[src/hw/rtl/hrls_pkg.sv]
// Shared types and codes of the HTTP request line splitter.
`default_nettype none

package hrls_pkg;

   localparam int ByteWidth   = 8;
   localparam int TagWidth    = 3;
   localparam int StatusWidth = 2;

   // Field tags carried with each byte
   localparam logic [TagWidth-1:0] TAG_SKIP    = 3'd0;
   localparam logic [TagWidth-1:0] TAG_METHOD  = 3'd1;
   localparam logic [TagWidth-1:0] TAG_HOST    = 3'd2;
   localparam logic [TagWidth-1:0] TAG_PORT    = 3'd3;
   localparam logic [TagWidth-1:0] TAG_PATH    = 3'd4;
   localparam logic [TagWidth-1:0] TAG_HEADERS = 3'd5;

   // Request status reported on the last byte
   localparam logic [StatusWidth-1:0] STATUS_COMPLETE   = 2'd0;
   localparam logic [StatusWidth-1:0] STATUS_INCOMPLETE = 2'd1;
   localparam logic [StatusWidth-1:0] STATUS_MALFORMED  = 2'd2;

   // Delimiter bytes
   localparam logic [ByteWidth-1:0] CHAR_SPACE = 8'h20;
   localparam logic [ByteWidth-1:0] CHAR_CR    = 8'h0D;
   localparam logic [ByteWidth-1:0] CHAR_LF    = 8'h0A;
   localparam logic [ByteWidth-1:0] CHAR_SLASH = 8'h2F;
   localparam logic [ByteWidth-1:0] CHAR_COLON = 8'h3A;

   // CR LF CR LF as one word, oldest byte highest
   localparam logic [4*ByteWidth-1:0] BLANK_LINE = 32'h0D0A0D0A;

   typedef struct packed {
      logic [ByteWidth-1:0] data_byte;
      logic                 end_of_buffer;
   } req_item_type;

   typedef struct packed {
      logic [ByteWidth-1:0]   echo_byte;
      logic [TagWidth-1:0]    field_tag;
      logic                   field_first;
      logic                   uses_default_port;
      logic                   request_done;
      logic [StatusWidth-1:0] status;
   } rsp_item_type;

   // Input register contents handed to the parser
   typedef struct packed {
      logic         valid;
      req_item_type item;
   } stage_type;

endpackage

`default_nettype wire

[src/hw/rtl/hrls_if.sv]
// Request and response channel interfaces of the HTTP request line splitter.
`default_nettype none

interface hrls_req_if;
   import hrls_pkg::*;

   logic                 valid;
   logic                 ready;
   logic [ByteWidth-1:0] data_byte;
   logic                 end_of_buffer;

   modport source (output valid, output data_byte, output end_of_buffer, input ready);
   modport sink   (input valid, input data_byte, input end_of_buffer, output ready);
endinterface

interface hrls_rsp_if;
   import hrls_pkg::*;

   logic                   valid;
   logic                   ready;
   logic [ByteWidth-1:0]   echo_byte;
   logic [TagWidth-1:0]    field_tag;
   logic                   field_first;
   logic                   uses_default_port;
   logic                   request_done;
   logic [StatusWidth-1:0] status;

   modport source (
      output valid, output echo_byte, output field_tag, output field_first,
      output uses_default_port, output request_done, output status, input ready
   );
   modport sink (
      input valid, input echo_byte, input field_tag, input field_first,
      input uses_default_port, input request_done, input status, output ready
   );
endinterface

`default_nettype wire

[src/hw/rtl/hrls_input_stage.sv]
// Input register of the HTTP request line splitter.
`default_nettype none

module hrls_input_stage (
   input  wire logic        clock,
   input  wire logic        reset,
   hrls_req_if.sink         req_in,
   input  wire logic        take,
   output hrls_pkg::stage_type stage
);
   import hrls_pkg::*;

   logic         valid_ff;
   logic         valid_in;
   req_item_type item_ff;
   logic         load;

   // accept when empty or when the held item moves on this cycle
   assign req_in.ready = !valid_ff || take;
   assign load         = req_in.valid && req_in.ready;

   always_comb begin
      valid_in = valid_ff;
      if (take) begin
         valid_in = 1'b0;
      end
      if (load) begin
         valid_in = 1'b1;
      end
   end

   always_ff @(posedge clock) begin
      if (reset) begin
         valid_ff <= 1'b0;
      end else begin
         valid_ff <= valid_in;
      end
      if (load) begin
         item_ff.data_byte     <= req_in.data_byte;
         item_ff.end_of_buffer <= req_in.end_of_buffer;
      end
   end

   assign stage.valid = valid_ff;
   assign stage.item  = item_ff;

endmodule

`default_nettype wire

[src/hw/rtl/hrls_parser.sv]
// Per-byte field tagging and request status logic with its parse state.
`default_nettype none

module hrls_parser (
   input  wire logic              clock,
   input  wire logic              reset,
   input  wire hrls_pkg::stage_type stage,
   input  wire logic              take,
   output hrls_pkg::rsp_item_type result
);
   import hrls_pkg::*;

   typedef enum logic [2:0] {
      PH_METHOD   = 3'd0,
      PH_SEEK     = 3'd1,
      PH_HOST     = 3'd2,
      PH_PORT     = 3'd3,
      PH_PATH     = 3'd4,
      PH_LINE_END = 3'd5,
      PH_HEADERS  = 3'd6,
      PH_BAD      = 3'd7
   } phase_type;

   phase_type              phase_ff, phase_in;
   logic [3*ByteWidth-1:0] recent_ff, recent_in;
   logic                   blank_ff, blank_in;
   logic                   open_ff, open_in;

   logic [ByteWidth-1:0]   b;
   logic [ByteWidth-1:0]   prev;
   logic                   last;
   logic                   crlf;
   logic [4*ByteWidth-1:0] window;
   logic [TagWidth-1:0]    tag;
   logic                   dflt;
   logic                   fire;
   logic                   line_short;

   assign b      = stage.item.data_byte;
   assign last   = stage.item.end_of_buffer;
   assign prev   = recent_ff[ByteWidth-1:0];
   assign crlf   = (b == CHAR_LF) && (prev == CHAR_CR);
   assign window = {recent_ff, b};
   assign fire   = stage.valid && take;

   always_comb begin
      tag      = TAG_SKIP;
      phase_in = phase_ff;
      dflt     = 1'b0;
      case (phase_ff)
         PH_METHOD: begin
            if (b == CHAR_SPACE) phase_in = PH_SEEK;
            else if (crlf)       phase_in = PH_BAD;
            else                 tag = TAG_METHOD;
         end
         PH_SEEK: begin
            if (b == CHAR_SLASH && prev == CHAR_SLASH) phase_in = PH_HOST;
            else if (crlf)                             phase_in = PH_BAD;
         end
         PH_HOST: begin
            if (b == CHAR_SLASH) begin
               phase_in = PH_PATH;
               dflt     = 1'b1;
            end else if (b == CHAR_COLON) phase_in = PH_PORT;
            else if (crlf)                phase_in = PH_BAD;
            else                          tag = TAG_HOST;
         end
         PH_PORT: begin
            if (b == CHAR_SLASH) phase_in = PH_PATH;
            else if (crlf)       phase_in = PH_BAD;
            else                 tag = TAG_PORT;
         end
         PH_PATH: begin
            if (b == CHAR_SPACE || b == CHAR_CR) phase_in = PH_LINE_END;
            else                                 tag = TAG_PATH;
         end
         PH_LINE_END: begin
            if (crlf) phase_in = PH_HEADERS;
         end
         PH_HEADERS: begin
            tag = TAG_HEADERS;
         end
         default: begin
         end
      endcase
   end

   // path never reached, or line ended early
   assign line_short = (phase_in == PH_METHOD) || (phase_in == PH_SEEK) ||
                       (phase_in == PH_HOST) || (phase_in == PH_PORT) ||
                       (phase_in == PH_BAD);

   assign blank_in  = blank_ff || (window == BLANK_LINE);
   assign recent_in = window[3*ByteWidth-1:0];
   assign open_in   = (phase_in == phase_ff) ? (open_ff || (tag != TAG_SKIP)) : 1'b0;

   always_comb begin
      result.echo_byte         = b;
      result.field_tag         = tag;
      result.field_first       = (tag != TAG_SKIP) && !open_ff;
      result.uses_default_port = dflt;
      result.request_done      = last;
      if (!last)          result.status = STATUS_COMPLETE;
      else if (!blank_in) result.status = STATUS_INCOMPLETE;
      else if (line_short) result.status = STATUS_MALFORMED;
      else                result.status = STATUS_COMPLETE;
   end

   // advance the state per byte; drop back to the start after the last byte
   always_ff @(posedge clock) begin
      if (reset || (fire && last)) begin
         phase_ff  <= PH_METHOD;
         recent_ff <= '0;
         blank_ff  <= 1'b0;
         open_ff   <= 1'b0;
      end else if (fire) begin
         phase_ff  <= phase_in;
         recent_ff <= recent_in;
         blank_ff  <= blank_in;
         open_ff   <= open_in;
      end
   end

endmodule

`default_nettype wire

[src/hw/rtl/hrls_output_stage.sv]
// Result register of the HTTP request line splitter.
`default_nettype none

module hrls_output_stage (
   input  wire logic                 clock,
   input  wire logic                 reset,
   input  wire logic                 valid,
   input  wire hrls_pkg::rsp_item_type result,
   hrls_rsp_if.source                rsp_out,
   output logic                      take
);
   import hrls_pkg::*;

   logic         valid_ff;
   rsp_item_type item_ff;

   // the register frees up when empty or when its item is taken now
   assign take = !valid_ff || rsp_out.ready;

   always_ff @(posedge clock) begin
      if (reset) begin
         valid_ff <= 1'b0;
      end else if (take) begin
         valid_ff <= valid;
      end
      if (take && valid) begin
         item_ff <= result;
      end
   end

   assign rsp_out.valid             = valid_ff;
   assign rsp_out.echo_byte         = item_ff.echo_byte;
   assign rsp_out.field_tag         = item_ff.field_tag;
   assign rsp_out.field_first       = item_ff.field_first;
   assign rsp_out.uses_default_port = item_ff.uses_default_port;
   assign rsp_out.request_done      = item_ff.request_done;
   assign rsp_out.status            = item_ff.status;

endmodule

`default_nettype wire

[src/hw/rtl/http_request_line_splitter.sv]
// Top level of the HTTP request line splitter.
//
//   channel  dir  handshake    payload
//   req_in   in   valid/ready  data_byte[7:0], end_of_buffer
//   rsp_out  out  valid/ready  echo_byte[7:0], field_tag[2:0], field_first,
//                              uses_default_port, request_done, status[1:0]
//
// One item in, one item out. An accepted byte sits in the input register,
// the parser tags it as it moves into the result register, and the result is
// then valid on rsp_out; a new byte is taken every cycle while rsp_out does
// not stall.
// The parse state advances only when a byte moves into the result register,
// which keeps byte order intact under any stall pattern.
// Synchronous active-high reset empties both registers and returns the parse
// state to the method phase; the last byte of a buffer, as it moves on, also
// returns the parse state there. A stall on rsp_out holds the result register
// and deasserts req_in.ready once the input register holds a byte.
`default_nettype none

module http_request_line_splitter (
   input  wire logic clock,
   input  wire logic reset,
   hrls_req_if.sink   req_in,
   hrls_rsp_if.source rsp_out
);
   import hrls_pkg::*;

   stage_type    stage;
   rsp_item_type result;
   logic         take;

   // hold each accepted byte until the result register can receive it
   hrls_input_stage u_input (
      .clock  (clock),
      .reset  (reset),
      .req_in (req_in),
      .take   (take),
      .stage  (stage)
   );

   // tag the held byte and advance the parse state as it moves on
   hrls_parser u_parser (
      .clock  (clock),
      .reset  (reset),
      .stage  (stage),
      .take   (take),
      .result (result)
   );

   // hold the tagged byte until the consumer takes it
   hrls_output_stage u_output (
      .clock   (clock),
      .reset   (reset),
      .valid   (stage.valid),
      .result  (result),
      .rsp_out (rsp_out),
      .take    (take)
   );

endmodule

`default_nettype wire

[src/flat_wrapper.sv]
// flat-port wrapper written by rule: the top's interface ports become plain ports
module http_request_line_splitter_flat import hrls_pkg::*;
  (clock, reset, req_in_valid, req_in_data_byte, req_in_end_of_buffer, req_in_ready, rsp_out_valid, rsp_out_echo_byte, rsp_out_field_tag, rsp_out_field_first, rsp_out_uses_default_port, rsp_out_request_done, rsp_out_status, rsp_out_ready);
  hrls_req_if req_in_i ();
  hrls_rsp_if rsp_out_i ();
  input  wire logic clock;
  input  wire logic reset;
  input wire logic [$bits(req_in_i.valid)-1:0] req_in_valid;
  input wire logic [$bits(req_in_i.data_byte)-1:0] req_in_data_byte;
  input wire logic [$bits(req_in_i.end_of_buffer)-1:0] req_in_end_of_buffer;
  output wire logic [$bits(req_in_i.ready)-1:0] req_in_ready;
  output wire logic [$bits(rsp_out_i.valid)-1:0] rsp_out_valid;
  output wire logic [$bits(rsp_out_i.echo_byte)-1:0] rsp_out_echo_byte;
  output wire logic [$bits(rsp_out_i.field_tag)-1:0] rsp_out_field_tag;
  output wire logic [$bits(rsp_out_i.field_first)-1:0] rsp_out_field_first;
  output wire logic [$bits(rsp_out_i.uses_default_port)-1:0] rsp_out_uses_default_port;
  output wire logic [$bits(rsp_out_i.request_done)-1:0] rsp_out_request_done;
  output wire logic [$bits(rsp_out_i.status)-1:0] rsp_out_status;
  input wire logic [$bits(rsp_out_i.ready)-1:0] rsp_out_ready;
  assign req_in_i.valid = req_in_valid;
  assign req_in_i.data_byte = req_in_data_byte;
  assign req_in_i.end_of_buffer = req_in_end_of_buffer;
  assign req_in_ready = req_in_i.ready;
  assign rsp_out_valid = rsp_out_i.valid;
  assign rsp_out_echo_byte = rsp_out_i.echo_byte;
  assign rsp_out_field_tag = rsp_out_i.field_tag;
  assign rsp_out_field_first = rsp_out_i.field_first;
  assign rsp_out_uses_default_port = rsp_out_i.uses_default_port;
  assign rsp_out_request_done = rsp_out_i.request_done;
  assign rsp_out_status = rsp_out_i.status;
  assign rsp_out_i.ready = rsp_out_ready;
  http_request_line_splitter u_core (.clock(clock), .reset(reset), .req_in(req_in_i), .rsp_out(rsp_out_i));
endmodule
[config.mk]
export PLATFORM = sky130hd
export DESIGN_NAME = http_request_line_splitter_flat
export DESIGN_NICKNAME = d
export VERILOG_FILES = /design/src/hw/rtl/hrls_pkg.sv /design/src/hw/rtl/hrls_if.sv /design/src/hw/rtl/hrls_input_stage.sv /design/src/hw/rtl/hrls_parser.sv /design/src/hw/rtl/hrls_output_stage.sv /design/src/hw/rtl/http_request_line_splitter.sv /design/src/flat_wrapper.sv
export SDC_FILE = /design/constraint.sdc
export NUM_CORES = 1
export LEC_CHECK = 0
export ABC_CLOCK_PERIOD_IN_PS = 2009
export BUFFER_PORTS_ARGS = -buffer_cell sky130_fd_sc_hd__buf_2
export CORE_ASPECT_RATIO = 0.9
export CORE_MARGIN = 2
export CORE_UTILIZATION = 35
export CTS_BUF_LIST = sky130_fd_sc_hd__clkbuf_2 sky130_fd_sc_hd__clkbuf_4 sky130_fd_sc_hd__clkbuf_8
export DETAILED_ROUTE_END_ITERATION = 16
export GPL_ROUTABILITY_DRIVEN = 0
export GPL_TIMING_DRIVEN = 1
export PLACE_DENSITY = 0.64
export SLEW_MARGIN = 20
export SYNTH_ARGS = -nofsm -noshare
export SYNTH_HDL_FRONTEND = slang
export SYNTH_SLANG_ARGS = --single-unit
[constraint.sdc]
create_clock -name clock -period 2.01 [get_ports clock]
set_input_delay 0.5025 -clock clock [delete_from_list [all_inputs] [get_ports clock]]
set_output_delay 0.5025 -clock clock [all_outputs]
set_load 0.1 [all_outputs]
Yosys cells after proc, flatten, opt, wreduce, memory -nomap -nowiden
Cells that the tools add are included.
{"block": "op_classes", "add_sub_neg": 0, "n_mul": 0, "div_mod_pow": 0, "order_cmp": 0, "eq_ne": 19, "shifts": 0, "n_mux": 24, "bitwise": 0, "reduce_logical": 24}
{"op": "32-bit by 28-bit == test with 1-bit output, second input constant", "count": 1}
{"op": "8-bit by 6-bit == test with 1-bit output, second input constant", "count": 4}
{"op": "3-bit 2-to-1 mux", "count": 9}
{"op": "8-bit by 4-bit == test with 1-bit output, second input constant", "count": 3}
{"op": "3-bit one-hot mux with 6 select lines", "count": 1}
{"op": "3-bit one-hot mux with 5 select lines", "count": 1}
{"op": "3-bit by 2-bit == test with 1-bit output, second input constant", "count": 4}
{"op": "3-bit == test, second input constant", "count": 4}
{"op": "2-bit 2-to-1 mux", "count": 6}
{"op": "1-bit logical OR", "count": 10}
{"op": "1-bit 2-to-1 mux", "count": 7}
{"op": "3-bit by 1-bit == test with 1-bit output, second input constant", "count": 2}
{"op": "1-bit logical AND", "count": 6}
{"op": "3-bit zero test", "count": 2}
{"op": "3-bit == test", "count": 1}
{"op": "1-bit zero test", "count": 3}
{"op": "3-bit nonzero test", "count": 1}
{"op": "2-bit AND reduction", "count": 1}
{"op": "2-bit nonzero test", "count": 1}
{"block": "totals", "ff_bits": 56, "latch_bits": 0, "ram_bits": 0, "romBits": 0, "output_inout_bits": 18, "n_memories": 0}

Longest topological paths before layout
Gate-level depths: netlist of the first run.
{"block": "depth", "ltp_word": 13, "depth_mapped": 7, "ltp_nobuf": 6}

By module
From an unflattened synthesis of the first run, not the netlist that was laid out.
{"block": "hier_totals", "hier_cells": 242, "area_unflattened_um2": 2506.2}
{"module": "hrls_parser", "instances": 1, "cells_per_inst": 206, "area_per_inst_um2": 1637.8, "seq_area_each_um2": 580.6}
{"module": "hrls_output_stage", "instances": 1, "cells_per_inst": 21, "area_per_inst_um2": 535.5, "seq_area_each_um2": 500.5}
{"module": "hrls_input_stage", "instances": 1, "cells_per_inst": 15, "area_per_inst_um2": 332.8, "seq_area_each_um2": 290.3}

Worst setup path after synthesis of the first run
Ideal clock, no wire load.
{"block": "synth_timing", "path_type": "reg2reg", "startpoint": "register u_core.u_output.valid_ff, in the netlist u_core.u_output.rsp_out.valid", "endpoint": "register u_core.u_input.item_ff (netlist bit u_core.u_input.stage[0]) (enable)", "setup_time_ns": 0.285, "arrival_time_ns": 2.327, "required_time_ns": 1.725, "setup_slack_ns": -0.601, "stages_incl_launch_ff": 4, "n_path_buf": 0, "synth_period_minus_slack_ns": 2.611, "path_cell_list": "dfxtp_1 -> nor2b_1 -> nand2_1 -> and2_1"}
{"block": "synth_between", "elab_chain_len": 4}
{"item": "from (decl)", "line": "hrls_output_stage.sv:14", "rtl": "logic valid_ff;"}
{"item": "from (signal assigned)", "line": "hrls_output_stage.sv:24", "rtl": "valid_ff <= valid;"}
{"item": "1-bit zero test", "line": "hrls_output_stage.sv:18", "rtl": "assign take = !valid_ff || rsp_out.ready;"}
{"item": "1-bit logical OR", "line": "hrls_output_stage.sv:18"}
{"item": "1-bit logical OR", "line": "hrls_input_stage.sv:19", "rtl": "assign req_in.ready = !valid_ff || take;"}
{"item": "named net req_in_ready", "line": "flat_wrapper.sv:11", "rtl": "output wire logic [$bits(req_in_i.ready)-1:0] req_in_ready;"}
{"item": "1-bit logical AND", "line": "hrls_input_stage.sv:20", "rtl": "assign load = req_in.valid && req_in.ready;"}
{"item": "named net u_core.u_input.load", "line": "hrls_input_stage.sv:16", "rtl": "logic load;"}
{"item": "to (decl)", "line": "hrls_input_stage.sv:15", "rtl": "req_item_type item_ff;"}
The timed path passes the listed nets, and every way through them passes these cells.
A chain may end at the register's enable or synchronous reset.

Worst setup path in the final report of the first run
{"block": "layout_timing", "startpoint": "register u_core.u_input.item_ff (netlist bit u_core.u_input.stage[5])", "endpoint": "register u_core.u_parser.open_ff"}
{"block": "layout_between", "elab_chain_len": 9, "word_cells_on_any_way": 30, "classes_between": "eq/ne (6); mux (19); reduce/logical (5)"}
{"item": "8-bit by 4-bit == test with 1-bit output", "line": "hrls_parser.sv:42", "rtl": "assign crlf = (b == CHAR_LF) && (prev == CHAR_CR);"}
{"item": "1-bit logical AND", "line": "hrls_parser.sv:42"}
{"item": "2-bit 2-to-1 mux", "line": "hrls_parser.sv:65", "rtl": "else if (crlf) phase_in = PH_BAD;"}
{"item": "2-bit 2-to-1 mux", "line": "hrls_parser.sv:64", "rtl": "end else if (b == CHAR_COLON) phase_in = PH_PORT;"}
{"item": "2-bit 2-to-1 mux", "line": "hrls_parser.sv:61", "rtl": "if (b == CHAR_SLASH) begin"}
{"item": "3-bit one-hot mux with 5 select lines", "line": "hrls_parser.sv:50", "rtl": "case (phase_ff)"}
{"item": "3-bit nonzero test", "line": "hrls_parser.sv:95", "rtl": "assign open_in = (phase_in == phase_ff) ? (open_ff || (tag != TAG_SKIP)) : 1'b0;"}
{"item": "1-bit logical OR", "line": "hrls_parser.sv:95"}
{"item": "1-bit 2-to-1 mux (*)", "line": "hrls_parser.sv:95"}
{"item": "to (signal assigned)", "line": "hrls_parser.sv:120", "rtl": "open_ff <= open_in;"}
{"item": "to (decl)", "line": "hrls_parser.sv:27", "rtl": "logic open_ff, open_in;"}
Mark *: on every way between the ends. The rest lies on a longest branch, timed or not.

==> impl_metrics.env, run 1 <==
export IMPL_ff2ff_path_depth=7
export IMPL_hold_start="req_in_data_byte[5]"
export IMPL_synth_edf_count=25
export IMPL_endpoint_kind="flop"
export IMPL_dp_cells=381
export IMPL_drtPass1Iterations=4
export IMPL_avgViaCountPerCell=4.980
export IMPL_min_to="u_core.u_input.stage[6]$_DFFE_PP_"
export IMPL_final_hold_violation_count=0
export IMPL_vias=1972
export IMPL_io_pins=31
export IMPL_violations="setup timing"
export IMPL_netlist_instances=235
export IMPL_drv_cap=0
export IMPL_rows=28
export IMPL_final_layout_size_suffix_gt1_share_pct=33.66
export IMPL_p_per_area_nw_per_um2=692.0
export IMPL_whs_path_depth=1
export IMPL_synth_cell_types=51
export IMPL_antenna_found_initial=0
export IMPL_yosys_top_cells_count="56 x nand2_1, 31 x a21oi_1, 31 x dfxtp_1, 25 x edfxtp_1, 11 x nor2_1"
export IMPL_worstPathMaxFanout=9
export IMPL_drt_iter0_drc=120
export IMPL_avgSynthCellArea_um2=10.10
export IMPL_finalSetupTns_ps=-962.1
export IMPL_timing_hold_ws_ps=356.7
export IMPL_synth_area_leaders="edfxtp_1 32%, dfxtp_1 26%, nand2_1 8.9%"
export IMPL_chipHeight_um=82.13
export IMPL_ant_nets=0
export IMPL_grt_total_usage_pct=14.86
export IMPL_sw_frac_of_total_pct=26.85
export IMPL_critPathKind="flop to flop"
export IMPL_start_util_pct=36.04
export IMPL_grt_pass1_wl_mm=8.790
export IMPL_ys_warn_count=0
export IMPL_drt_wl_total_mm=5.142
export IMPL_max_freq_mhz=444.5
export IMPL_die_w_um=90.81
export IMPL_holdBufCountCts=0
export IMPL_fin_ws_ps=-240.0
export IMPL_htreeDepth=2
export IMPL_hold_class="input pin to flop"
export IMPL_power_mw=2.133
export IMPL_p_comb_share_pct=12.4
export IMPL_power_leakage_nw=1.172
export IMPL_nFillCells=657
export IMPL_drc=0
export IMPL_ys_seq_area_share_pct=57.78
export IMPL_slew_violations=0
export IMPL_cts_root_buf="clkbuf_8"
export IMPL_post_dp_cell_area_um2=2905
export IMPL_syn_to_final_growth_pct=29.89
export IMPL_outcome="complete, but fails checks"
export IMPL_synth_area_leader_cell="edfxtp_1"
export IMPL_core_area_um2=6586
export IMPL_cellInternalPower_mw=1.561
export IMPL_start_kind="flop"
export IMPL_tightest_slew_ps=487.3
export IMPL_synthesis_area_um2=2374
export IMPL_arrival_ps=2440
export IMPL_fin_crit_ps=2250
export IMPL_clock_sinks=56
export IMPL_cts_tree="built"
export IMPL_rsz0062_at_grt="true"
export IMPL_dieArea_um2=7457
export IMPL_min_period_over_period_pct=111.9
export IMPL_synth_fp_nets=248
export IMPL_synth_top_area_share_pct=31.63
export IMPL_power_switching_mw=0.5728
export IMPL_wl_per_cell_um=12.98
export IMPL_seqPwrFrac_pct=58.8
export IMPL_path_clk_slew_ps=100
export IMPL_finalSetupViolCount=6
export IMPL_grt_max_degree=28
export IMPL_n_antenna_cell=0
export IMPL_async_flop_share_pct=0
export IMPL_fin_worst_skew_ps=10.82
export IMPL_stdcell_area_um2=3083
export IMPL_clk_latency_ps=310
export IMPL_grt_pass1_vias=1880
export IMPL_fin_nets=318
export IMPL_fin_cells=396
export IMPL_clockBufferDepth=2
export IMPL_relSlewSlack_pct=67.52
export IMPL_numCtsBuffers=5
export IMPL_reg2reg_setup_slack_ps=-240
export IMPL_r2r_start="u_core.u_input.stage[5]$_DFFE_PP_"
export IMPL_ir_worst_vdd_mv=0.3984
export IMPL_synth_seq_cells=56
export IMPL_place_hpwl_mm=3.582
export IMPL_grt_ovfl_total=0
export IMPL_synth_most_common_cell="nand2_1"
export IMPL_pwr_share_clk_pct=28.8
export IMPL_r2r_end="u_core.u_parser.open_ff$_SDFFE_PP0P_"
export IMPL_cp_required_ps=2200
export IMPL_synthFlopType="dfxtp_1"
export IMPL_io_buffers=30
==> state kept, by name (all words and copies together), names as in the netlist <==
| signal | count |
|---|---|
| u_core.u_output.rsp_out.field_tag | 3 |
| u_core.u_output.rsp_out.status | 2 |
| u_core.u_parser.recent_ff | 24 |
| u_core.u_input.valid_ff | 1 |
| u_core.u_output.rsp_out.request_done | 1 |
| u_core.u_parser.blank_ff | 1 |
| u_core.u_input.stage | 9 |
| u_core.u_output.rsp_out.echo_byte | 8 |
| u_core.u_parser.open_ff | 1 |
| u_core.u_output.rsp_out.uses_default_port | 1 |
| u_core.u_parser.phase_ff | 3 |
| u_core.u_output.rsp_out.valid | 1 |
| u_core.u_output.rsp_out.field_first | 1 |
==> what timing repair did <==
action	CTS	global route
pin swaps	0	4
buffers inserted	4	3
resized for setup	1	8
setup endpoints to repair	7	10
==> metrics by stage <==
stage / setup slack [ps] / utilization [%]
finish: -240.0 / 46.81
global route: -371.5 / 46.81
CTS: -218.6 / 45.99
detailed placement: -232.7 / 44.11
global placement: -177.8 / 44.11
floorplan: -159.0 / -
==> cell type report <==
type | count | area, um^2 | share of cell area [%]
Sequential cell | 56 | 1375 | 44.60
Multi-Input combinational cell | 160 | 973.4 | 31.57
Timing Repair Buffer | 75 | 506.7 | 16.44
Tap cell | 90 | 112.6 | 3.653
Clock buffer | 6 | 73.82 | 2.394
Inverter | 7 | 26.28 | 0.8523
Clock inverter | 2 | 15.01 | 0.4870
==> cells in the final DEF, fill, tap and decap left out, types with 3 or more instances in the layout <==
| cell | instances |
|---|---|
| dfxtp_1 | 30 |
| a21oi_1 | 31 |
| nand2_1 | 55 |
| or4_1 | 3 |
| nor4b_1 | 3 |
| nor3_1 | 3 |
| clkbuf_8 | 5 |
| buf_4 | 44 |
| o21ai_1 | 3 |
| nor2_1 | 10 |
| edfxtp_1 | 25 |
| inv_1 | 7 |
| buf_2 | 29 |
==> logic make-up after synthesis <==
kind of cell / count (synthesis) / synth area share, %
buffers and inverters: 19 / 3.057
AO/OA/AOI/OAI: 55 / 14.76
multiplexers: 1 / 0.4744
flip-flops: 56 / 57.78
AND/OR/NAND/NOR: 104 / 23.93
==> worst max-delay path, cell delays in order (launching register included) <==
cell and delay (ps):
edfxtp_1 440, or4_4 530, nor4_4 260, buf_4 200
a21oi_1 50, or4_1 470, o311ai_1 110, a221oi_2 60
==> power groups by stage <==
stage	Sequential, mW	Combinational (mW)	Clock (mW)
3_5_place_dp	1.28	0.250	0
4_1_cts	1.25	0.258	0.634
6_report	1.26	0.265	0.614
3_3_place_gp	1.28	0.248	0
2_1_floorplan	1.37	0.0764	0
5_1_grt	1.26	0.282	0.678
==> metal layers <==
metal / vias to the layer above / wire length (um) / global-route usage (%)
li1: 986 / - / -
met1: 936 / 2500 / 19.67
met2: 40 / 2347 / 24.03
met3: 10 / 197 / 2.995
met4: 0 / 98 / 6.515
met5: - / 0 / 0
==> worst max-delay path by stage <==
stage                                      startpoint                                               to  slack (ps)
floorplan           u_core.u_input.stage[5]$_DFFE_PP_             u_core.u_parser.open_ff$_SDFFE_PP0P_        -160
global placement    u_core.u_input.stage[4]$_DFFE_PP_  u_core.u_output.rsp_out.status[1]$_SDFFCE_PN0P_        -180
CTS                 u_core.u_input.stage[5]$_DFFE_PP_             u_core.u_parser.open_ff$_SDFFE_PP0P_        -220
finish              u_core.u_input.stage[5]$_DFFE_PP_             u_core.u_parser.open_ff$_SDFFE_PP0P_        -240
detailed placement  u_core.u_input.stage[5]$_DFFE_PP_             u_core.u_parser.open_ff$_SDFFE_PP0P_        -230
global route        u_core.u_input.stage[3]$_DFFE_PP_  u_core.u_output.rsp_out.status[1]$_SDFFCE_PN0P_        -370
Power figures use the tool's default switching activity.
==> inputs of run 2 (changes only) <==
Settings changed: ABC_CLOCK_PERIOD_IN_PS 2009 to 2300, PLACE_DENSITY 0.64 to 0.62.
Clock period 2.01 ns to 2.3 ns, I/O delays scaled along.
==> run 2 against run 1 <==
  * Routed wire length decreased by 2.7%
  * Largest cell class unchanged
  * First-iteration DRC count is 47% higher
  * Fmax shrank 2.0%
  * Via count down 4.9%
  * Utilization down 2.0 points
  * The flow now finishes without violations
  * Largest power group unchanged
  * Critical endpoint unchanged
  * Count of clock-buffer cells in the layout is the same
  * Worst hold slack improved by 84 ps
==> impl_metrics.env, run 2 (synthesis gave the netlist of run 1 again) <==
export IMPL_n_antenna_cell=0
export IMPL_critPathLaunch="u_core.u_input.stage[1]$_DFFE_PP_"
export IMPL_slew_violations=0
export IMPL_worstPathMaxFanout=5
export IMPL_path_clk_slew_ps=100
export IMPL_arrival_ps=2490
export IMPL_vias=1876
export IMPL_clock_sinks=56
export IMPL_final_layout_size_suffix_gt1_share_pct=30.53
export IMPL_chipHeight_um=82.13
export IMPL_p_per_area_nw_per_um2=660.1
export IMPL_io_pins=31
export IMPL_clk_latency_ps=310
export IMPL_core_area_um2=6586
export IMPL_clockBufferDepth=2
export IMPL_start_util_pct=36.04
export IMPL_syn_to_final_growth_pct=24.35
export IMPL_final_hold_violation_count=0
export IMPL_antenna_found_initial=0
export IMPL_drv_cap=0
export IMPL_fin_nets=297
export IMPL_grt_ovfl_total=0
export IMPL_whs_path_depth=1
export IMPL_max_freq_mhz=435.6
export IMPL_dp_slack_ps=56.49
export IMPL_reg2reg_setup_slack_ps=5
export IMPL_endpoint_kind="flop"
export IMPL_hold_class="input pin to flop"
export IMPL_die_w_um=90.81
export IMPL_grt_total_usage_pct=13.51
export IMPL_start_kind="flop"
export IMPL_dieArea_um2=7457
export IMPL_numCtsBuffers=5
export IMPL_place_hpwl_mm=3.401
export IMPL_fin_cells=375
export IMPL_finalSetupTns_ps=0
export IMPL_fin_worst_skew_ps=6.391
export IMPL_grt_pass1_wl_mm=7.962
export IMPL_avgViaCountPerCell=5.003
export IMPL_ff2ff_path_depth=8
export IMPL_holdBufCountCts=0
export IMPL_grt_pass1_vias=1663
export IMPL_critPathKind="flop to flop"
export IMPL_drc=0
export IMPL_relSlewSlack_pct=67.37
export IMPL_top_register="u_core.u_parser.recent_ff"
export IMPL_htreeDepth=2
export IMPL_ir_worst_vdd_mv=0.4281
export IMPL_drt_wl_total_mm=5.003
export IMPL_tightest_slew_ps=492.8
export IMPL_min_period_over_period_pct=99.80
export IMPL_min_to="u_core.u_input.stage[8]$_DFFE_PP_"
export IMPL_layout_common_cells="56 x nand2_1, 30 x a21oi_1, 30 x buf_2, 30 x dfxtp_1, 25 x edfxtp_1"
export IMPL_largest_reg_flops=24
export IMPL_layout_commonest_cell="nand2_1"
export IMPL_dp_cells=360
export IMPL_hold_start="req_in_data_byte[7]"
export IMPL_wl_per_cell_um=13.34
export IMPL_power_leakage_nw=1.081
export IMPL_r2r_end="u_core.u_parser.open_ff$_SDFFE_PP0P_"
export IMPL_cp_required_ps=2500
export IMPL_outcome="completed"
export IMPL_rsz0062_at_grt="true"
export IMPL_io_buffers=30
export IMPL_fin_ws_ps=4.549
export IMPL_drt_iter0_drc=176
export IMPL_rows=28
export IMPL_cts_tree="built"
export IMPL_fin_crit_ps=2295
export IMPL_ant_nets=0
export IMPL_cts_root_buf="clkbuf_8"
export IMPL_grt_max_degree=34
export IMPL_r2r_start="u_core.u_input.stage[1]$_DFFE_PP_"
export IMPL_final_core_util_pct=44.81
export IMPL_drtPass1Iterations=4
export IMPL_finalSetupViolCount=0
## run 2: cell types whose count changed in the layout (fill, tap and decap cells not counted), sizes merged
cell    previous run  this run
buf               75        54
bufinv             0         1
inv                8         7
## run 2: report_power, final
group / internal [mW] / total [mW] / switching, mW
sequential: 1.07 / 1.10 / 0.0248
combinational: 0.0537 / 0.211 / 0.157
clock: 0.335 / 0.639 / 0.304
total: 1.46 / 1.95 / 0.486
## run 2: stage by stage
step           cell area [um^2]  hold slack (ps)  power [mW]
6_report                   2952            441.0       1.948
5_1_grt                    2952            426.5       2.022
4_1_cts                    2830            432.0       1.957
3_5_place_dp               2719            446.3       1.323
3_3_place_gp               2719            440.4       1.323
2_1_floorplan              2376            431.2       1.267
## run 2: area by class of cell
class	instances	area [um^2]
Tap cell	90	112.6
Multi-Input combinational cell	160	994.7
Timing Repair Buffer	54	334.1
Fill cell	659	3635
Clock buffer	6	76.32
Inverter	7	26.28
Clock inverter	2	35.03
Sequential cell	56	1373
## run 2: how the worst max path moves through the flow
stage,depth (start not counted),endpoint
floorplan,3,u_core.u_input.stage[0]$_DFFE_PP_
global placement,7,u_core.u_output.rsp_out.status[1]$_SDFFCE_PN0P_
detailed placement,7,u_core.u_output.rsp_out.status[1]$_SDFFCE_PN0P_
CTS,7,u_core.u_output.rsp_out.status[1]$_SDFFCE_PN0P_
global route,7,u_core.u_output.rsp_out.status[1]$_SDFFCE_PN0P_
finish,8,u_core.u_parser.open_ff$_SDFFE_PP0P_
## run 2: timing repair
item / in CTS / in global routing
setup buffers: 0 / 6
setup endpoints to repair: 0 / 5
gates resized for setup: 0 / 17
## run 2: critical path, stage by stage, from the launching register on
cell      delay (ps)
edfxtp_1         480
buf_4            180
or4_4            540
nor2_4           180
buf_4            130
a21oi_2           40
or4_4            490
o311ai_2         100
a221oi_2          50
## run 2: layer usage
layer / global-route usage [%] / share of wire (%)
met1: 18.14 / 49
met2: 20.97 / 44
met3: 3.176 / 5.3
met4: 6.364 / 1.4
met5: 0 / 0
==> inputs of run 3 (changes only) <==
Settings changed: GPL_ROUTABILITY_DRIVEN 0 to unset, PLACE_DENSITY 0.62 to unset.
==> run 3 against run 2 <==
  * Fmax up 2.8%
  * Die area unchanged
  * Clock skew about the same
  * Final area up 0.81%
  * Highest routed layer unchanged
  * Power down 5.1%
  * Combinational power up 5%
  * Utilization up 0.36 points
  * Global-route usage up 1.2 points
  * Count of clock-buffer cells in the layout up 1
  * Sequential power about the same
==> impl_metrics.env, run 3 (synthesis gave the netlist of run 1 again) <==
export IMPL_drv_cap=0
export IMPL_p_comb_share_pct=12.0
export IMPL_clockBufferDepth=2
export IMPL_fin_ws_ps=66.15
export IMPL_drc=0
export IMPL_power_switching_mw=0.4778
export IMPL_top_register="u_core.u_parser.recent_ff"
export IMPL_dieArea_um2=7457
export IMPL_fin_worst_skew_ps=6.391
export IMPL_finalSetupViolCount=0
export IMPL_min_period_over_period_pct=97.12
export IMPL_htreeDepth=2
export IMPL_pwr_share_clk_pct=28.6
export IMPL_n_antenna_cell=0
export IMPL_place_gp_congestion=0.8816
export IMPL_critical_path_cell_chain="or4_4, nor4_4, buf_6, a21oi_1, or4_4, o311ai_4, a221oi_4"
export IMPL_avgViaCountPerCell=5.042
export IMPL_crit_path_max_incr_delay_ps=570
export IMPL_ir_worst_vdd_mv=0.4394
export IMPL_cts_root_buf="clkbuf_8"
export IMPL_critPathKind="flop to flop"
export IMPL_max_freq_mhz=447.7
export IMPL_vias=1906
export IMPL_fin_crit_ps=2234
export IMPL_grt_total_usage_pct=14.75
export IMPL_endpoint_kind="flop"
export IMPL_ff2ff_path_depth=7
export IMPL_drt_wl_total_mm=5.158
export IMPL_cp_required_ps=2490
export IMPL_io_buffers=30
export IMPL_hold_class="input pin to flop"
export IMPL_p_per_area_nw_per_um2=621.5
export IMPL_rows=28
export IMPL_r2r_start="u_core.u_input.stage[3]$_DFFE_PP_"
export IMPL_dp_slack_ps=46.13
export IMPL_holdBufCountCts=0
export IMPL_grt_ovfl_total=0
export IMPL_finalSetupTns_ps=0
export IMPL_crit_buf_inv=1
export IMPL_cellInternalPower_mw=1.371
export IMPL_path_clk_slew_ps=90
export IMPL_place_hpwl_mm=3.650
export IMPL_core_area_um2=6586
export IMPL_whs_path_depth=1
export IMPL_final_layout_size_suffix_gt1_share_pct=30.90
export IMPL_worstPathMaxFanout=8
export IMPL_outcome="completed"
export IMPL_tightest_slew_ps=493.2
export IMPL_slew_violations=0
export IMPL_die_w_um=90.81
export IMPL_seqPwrFrac_pct=59.4
export IMPL_hold_start="req_in_data_byte[0]"
export IMPL_cts_tree="built"
export IMPL_start_util_pct=36.04
export IMPL_final_hold_violation_count=0
export IMPL_clock_sinks=56
export IMPL_critPathTopFamily="simple AND/OR/NAND/NOR gates"
export IMPL_multi_input_area_um2=1011
export IMPL_wl_per_cell_um=13.65
export IMPL_layout_common_cells="56 x nand2_1, 31 x a21oi_1, 30 x buf_2, 30 x dfxtp_1, 25 x edfxtp_1"
export IMPL_cp_slowest_cell="or4_4"
export IMPL_rsz0062_at_grt="true"
export IMPL_io_pins=31
export IMPL_grt_max_degree=25
export IMPL_sw_frac_of_total_pct=25.84
export IMPL_timing_hold_ws_ps=441.3
export IMPL_nFillCells=672
export IMPL_grt_pass1_wl_mm=8.673
export IMPL_clk_latency_ps=300
export IMPL_ant_nets=0
export IMPL_relSlewSlack_pct=67.34
export IMPL_numCtsBuffers=5
export IMPL_layout_commonest_cell="nand2_1"
export IMPL_largest_reg_flops=24
export IMPL_cp_common_cell="or4_4"
export IMPL_start_kind="flop"
export IMPL_drtPass1Iterations=4
export IMPL_power_leakage_nw=1.084
export IMPL_arrival_ps=2420
export IMPL_reg2reg_setup_slack_ps=70
export IMPL_chipHeight_um=82.13
export IMPL_min_to="u_core.u_input.stage[1]$_DFFE_PP_"
export IMPL_antenna_found_initial=0
export IMPL_fin_nets=300
export IMPL_register_area_um2=1373
export IMPL_drt_iter0_drc=206
export IMPL_syn_to_final_growth_pct=25.36
export IMPL_r2r_end="u_core.u_parser.open_ff$_SDFFE_PP0P_"
export IMPL_grt_pass1_vias=1752
run 3: cell type report:
cell class                 instances  share of cell area (%)
sequential                        56                   46.13
multi-input combinational        160                   33.98
inverter                           7                  0.8831
timing repair buffer              57                   12.24
tap                               90                   3.785
clock buffer                       7                   2.817
clock inverter                     1                  0.1682
run 3: worst max path at each step:
stage                                                    start                                              end  slack [ps]  cells after the start
CTS                          u_core.u_input.stage[1]$_DFFE_PP_  u_core.u_output.rsp_out.status[1]$_SDFFCE_PN0P_          10                      7
global route                 u_core.u_input.stage[1]$_DFFE_PP_             u_core.u_parser.open_ff$_SDFFE_PP0P_         -20                      7
global placement             u_core.u_input.stage[5]$_DFFE_PP_  u_core.u_output.rsp_out.status[1]$_SDFFCE_PN0P_          80                      7
detailed placement           u_core.u_input.stage[5]$_DFFE_PP_             u_core.u_parser.open_ff$_SDFFE_PP0P_          50                      7
finish                       u_core.u_input.stage[3]$_DFFE_PP_             u_core.u_parser.open_ff$_SDFFE_PP0P_          70                      7
floorplan           u_core.u_output.rsp_out.valid$_SDFFE_PP0P_                u_core.u_input.stage[0]$_DFFE_PP_        0.04                      3
run 3: per-layer routing:
layer	GRT usage, %	up-vias	part of all wire (%)
met5	0	-	0
met4	4.091	0	0.68
met3	3.267	4	5.6
met2	23.81	57	45
met1	20.30	892	49
li1	-	953	-
run 3: power groups by stage:
| stage | Combinational [mW] | Clock (mW) | Sequential [mW] |
|---|---|---|---|
| 2_1_floorplan | 0.0664 | 0 | 1.20 |
| 3_3_place_gp | 0.209 | 0 | 1.12 |
| 3_5_place_dp | 0.209 | 0 | 1.12 |
| 4_1_cts | 0.210 | 0.545 | 1.10 |
| 5_1_grt | 0.236 | 0.596 | 1.10 |
| 6_report | 0.222 | 0.529 | 1.10 |
run 3: what timing repair did:
| item | CTS | global route |
|---|---|---|
| resized for setup | 0 | 18 |
| buffers inserted | 0 | 7 |
| setup endpoints to repair | 0 | 4 |
run 3: stage by stage:
step	std cells	total power, mW	area [um^2]	utilization (%)
2_1_floorplan	235	1.267	2376	-
3_3_place_gp	363	1.328	2741	41.62
3_5_place_dp	363	1.329	2741	41.62
4_1_cts	371	1.853	2830	42.97
5_1_grt	378	1.935	2975	45.17
6_report	378	1.849	2975	45.17
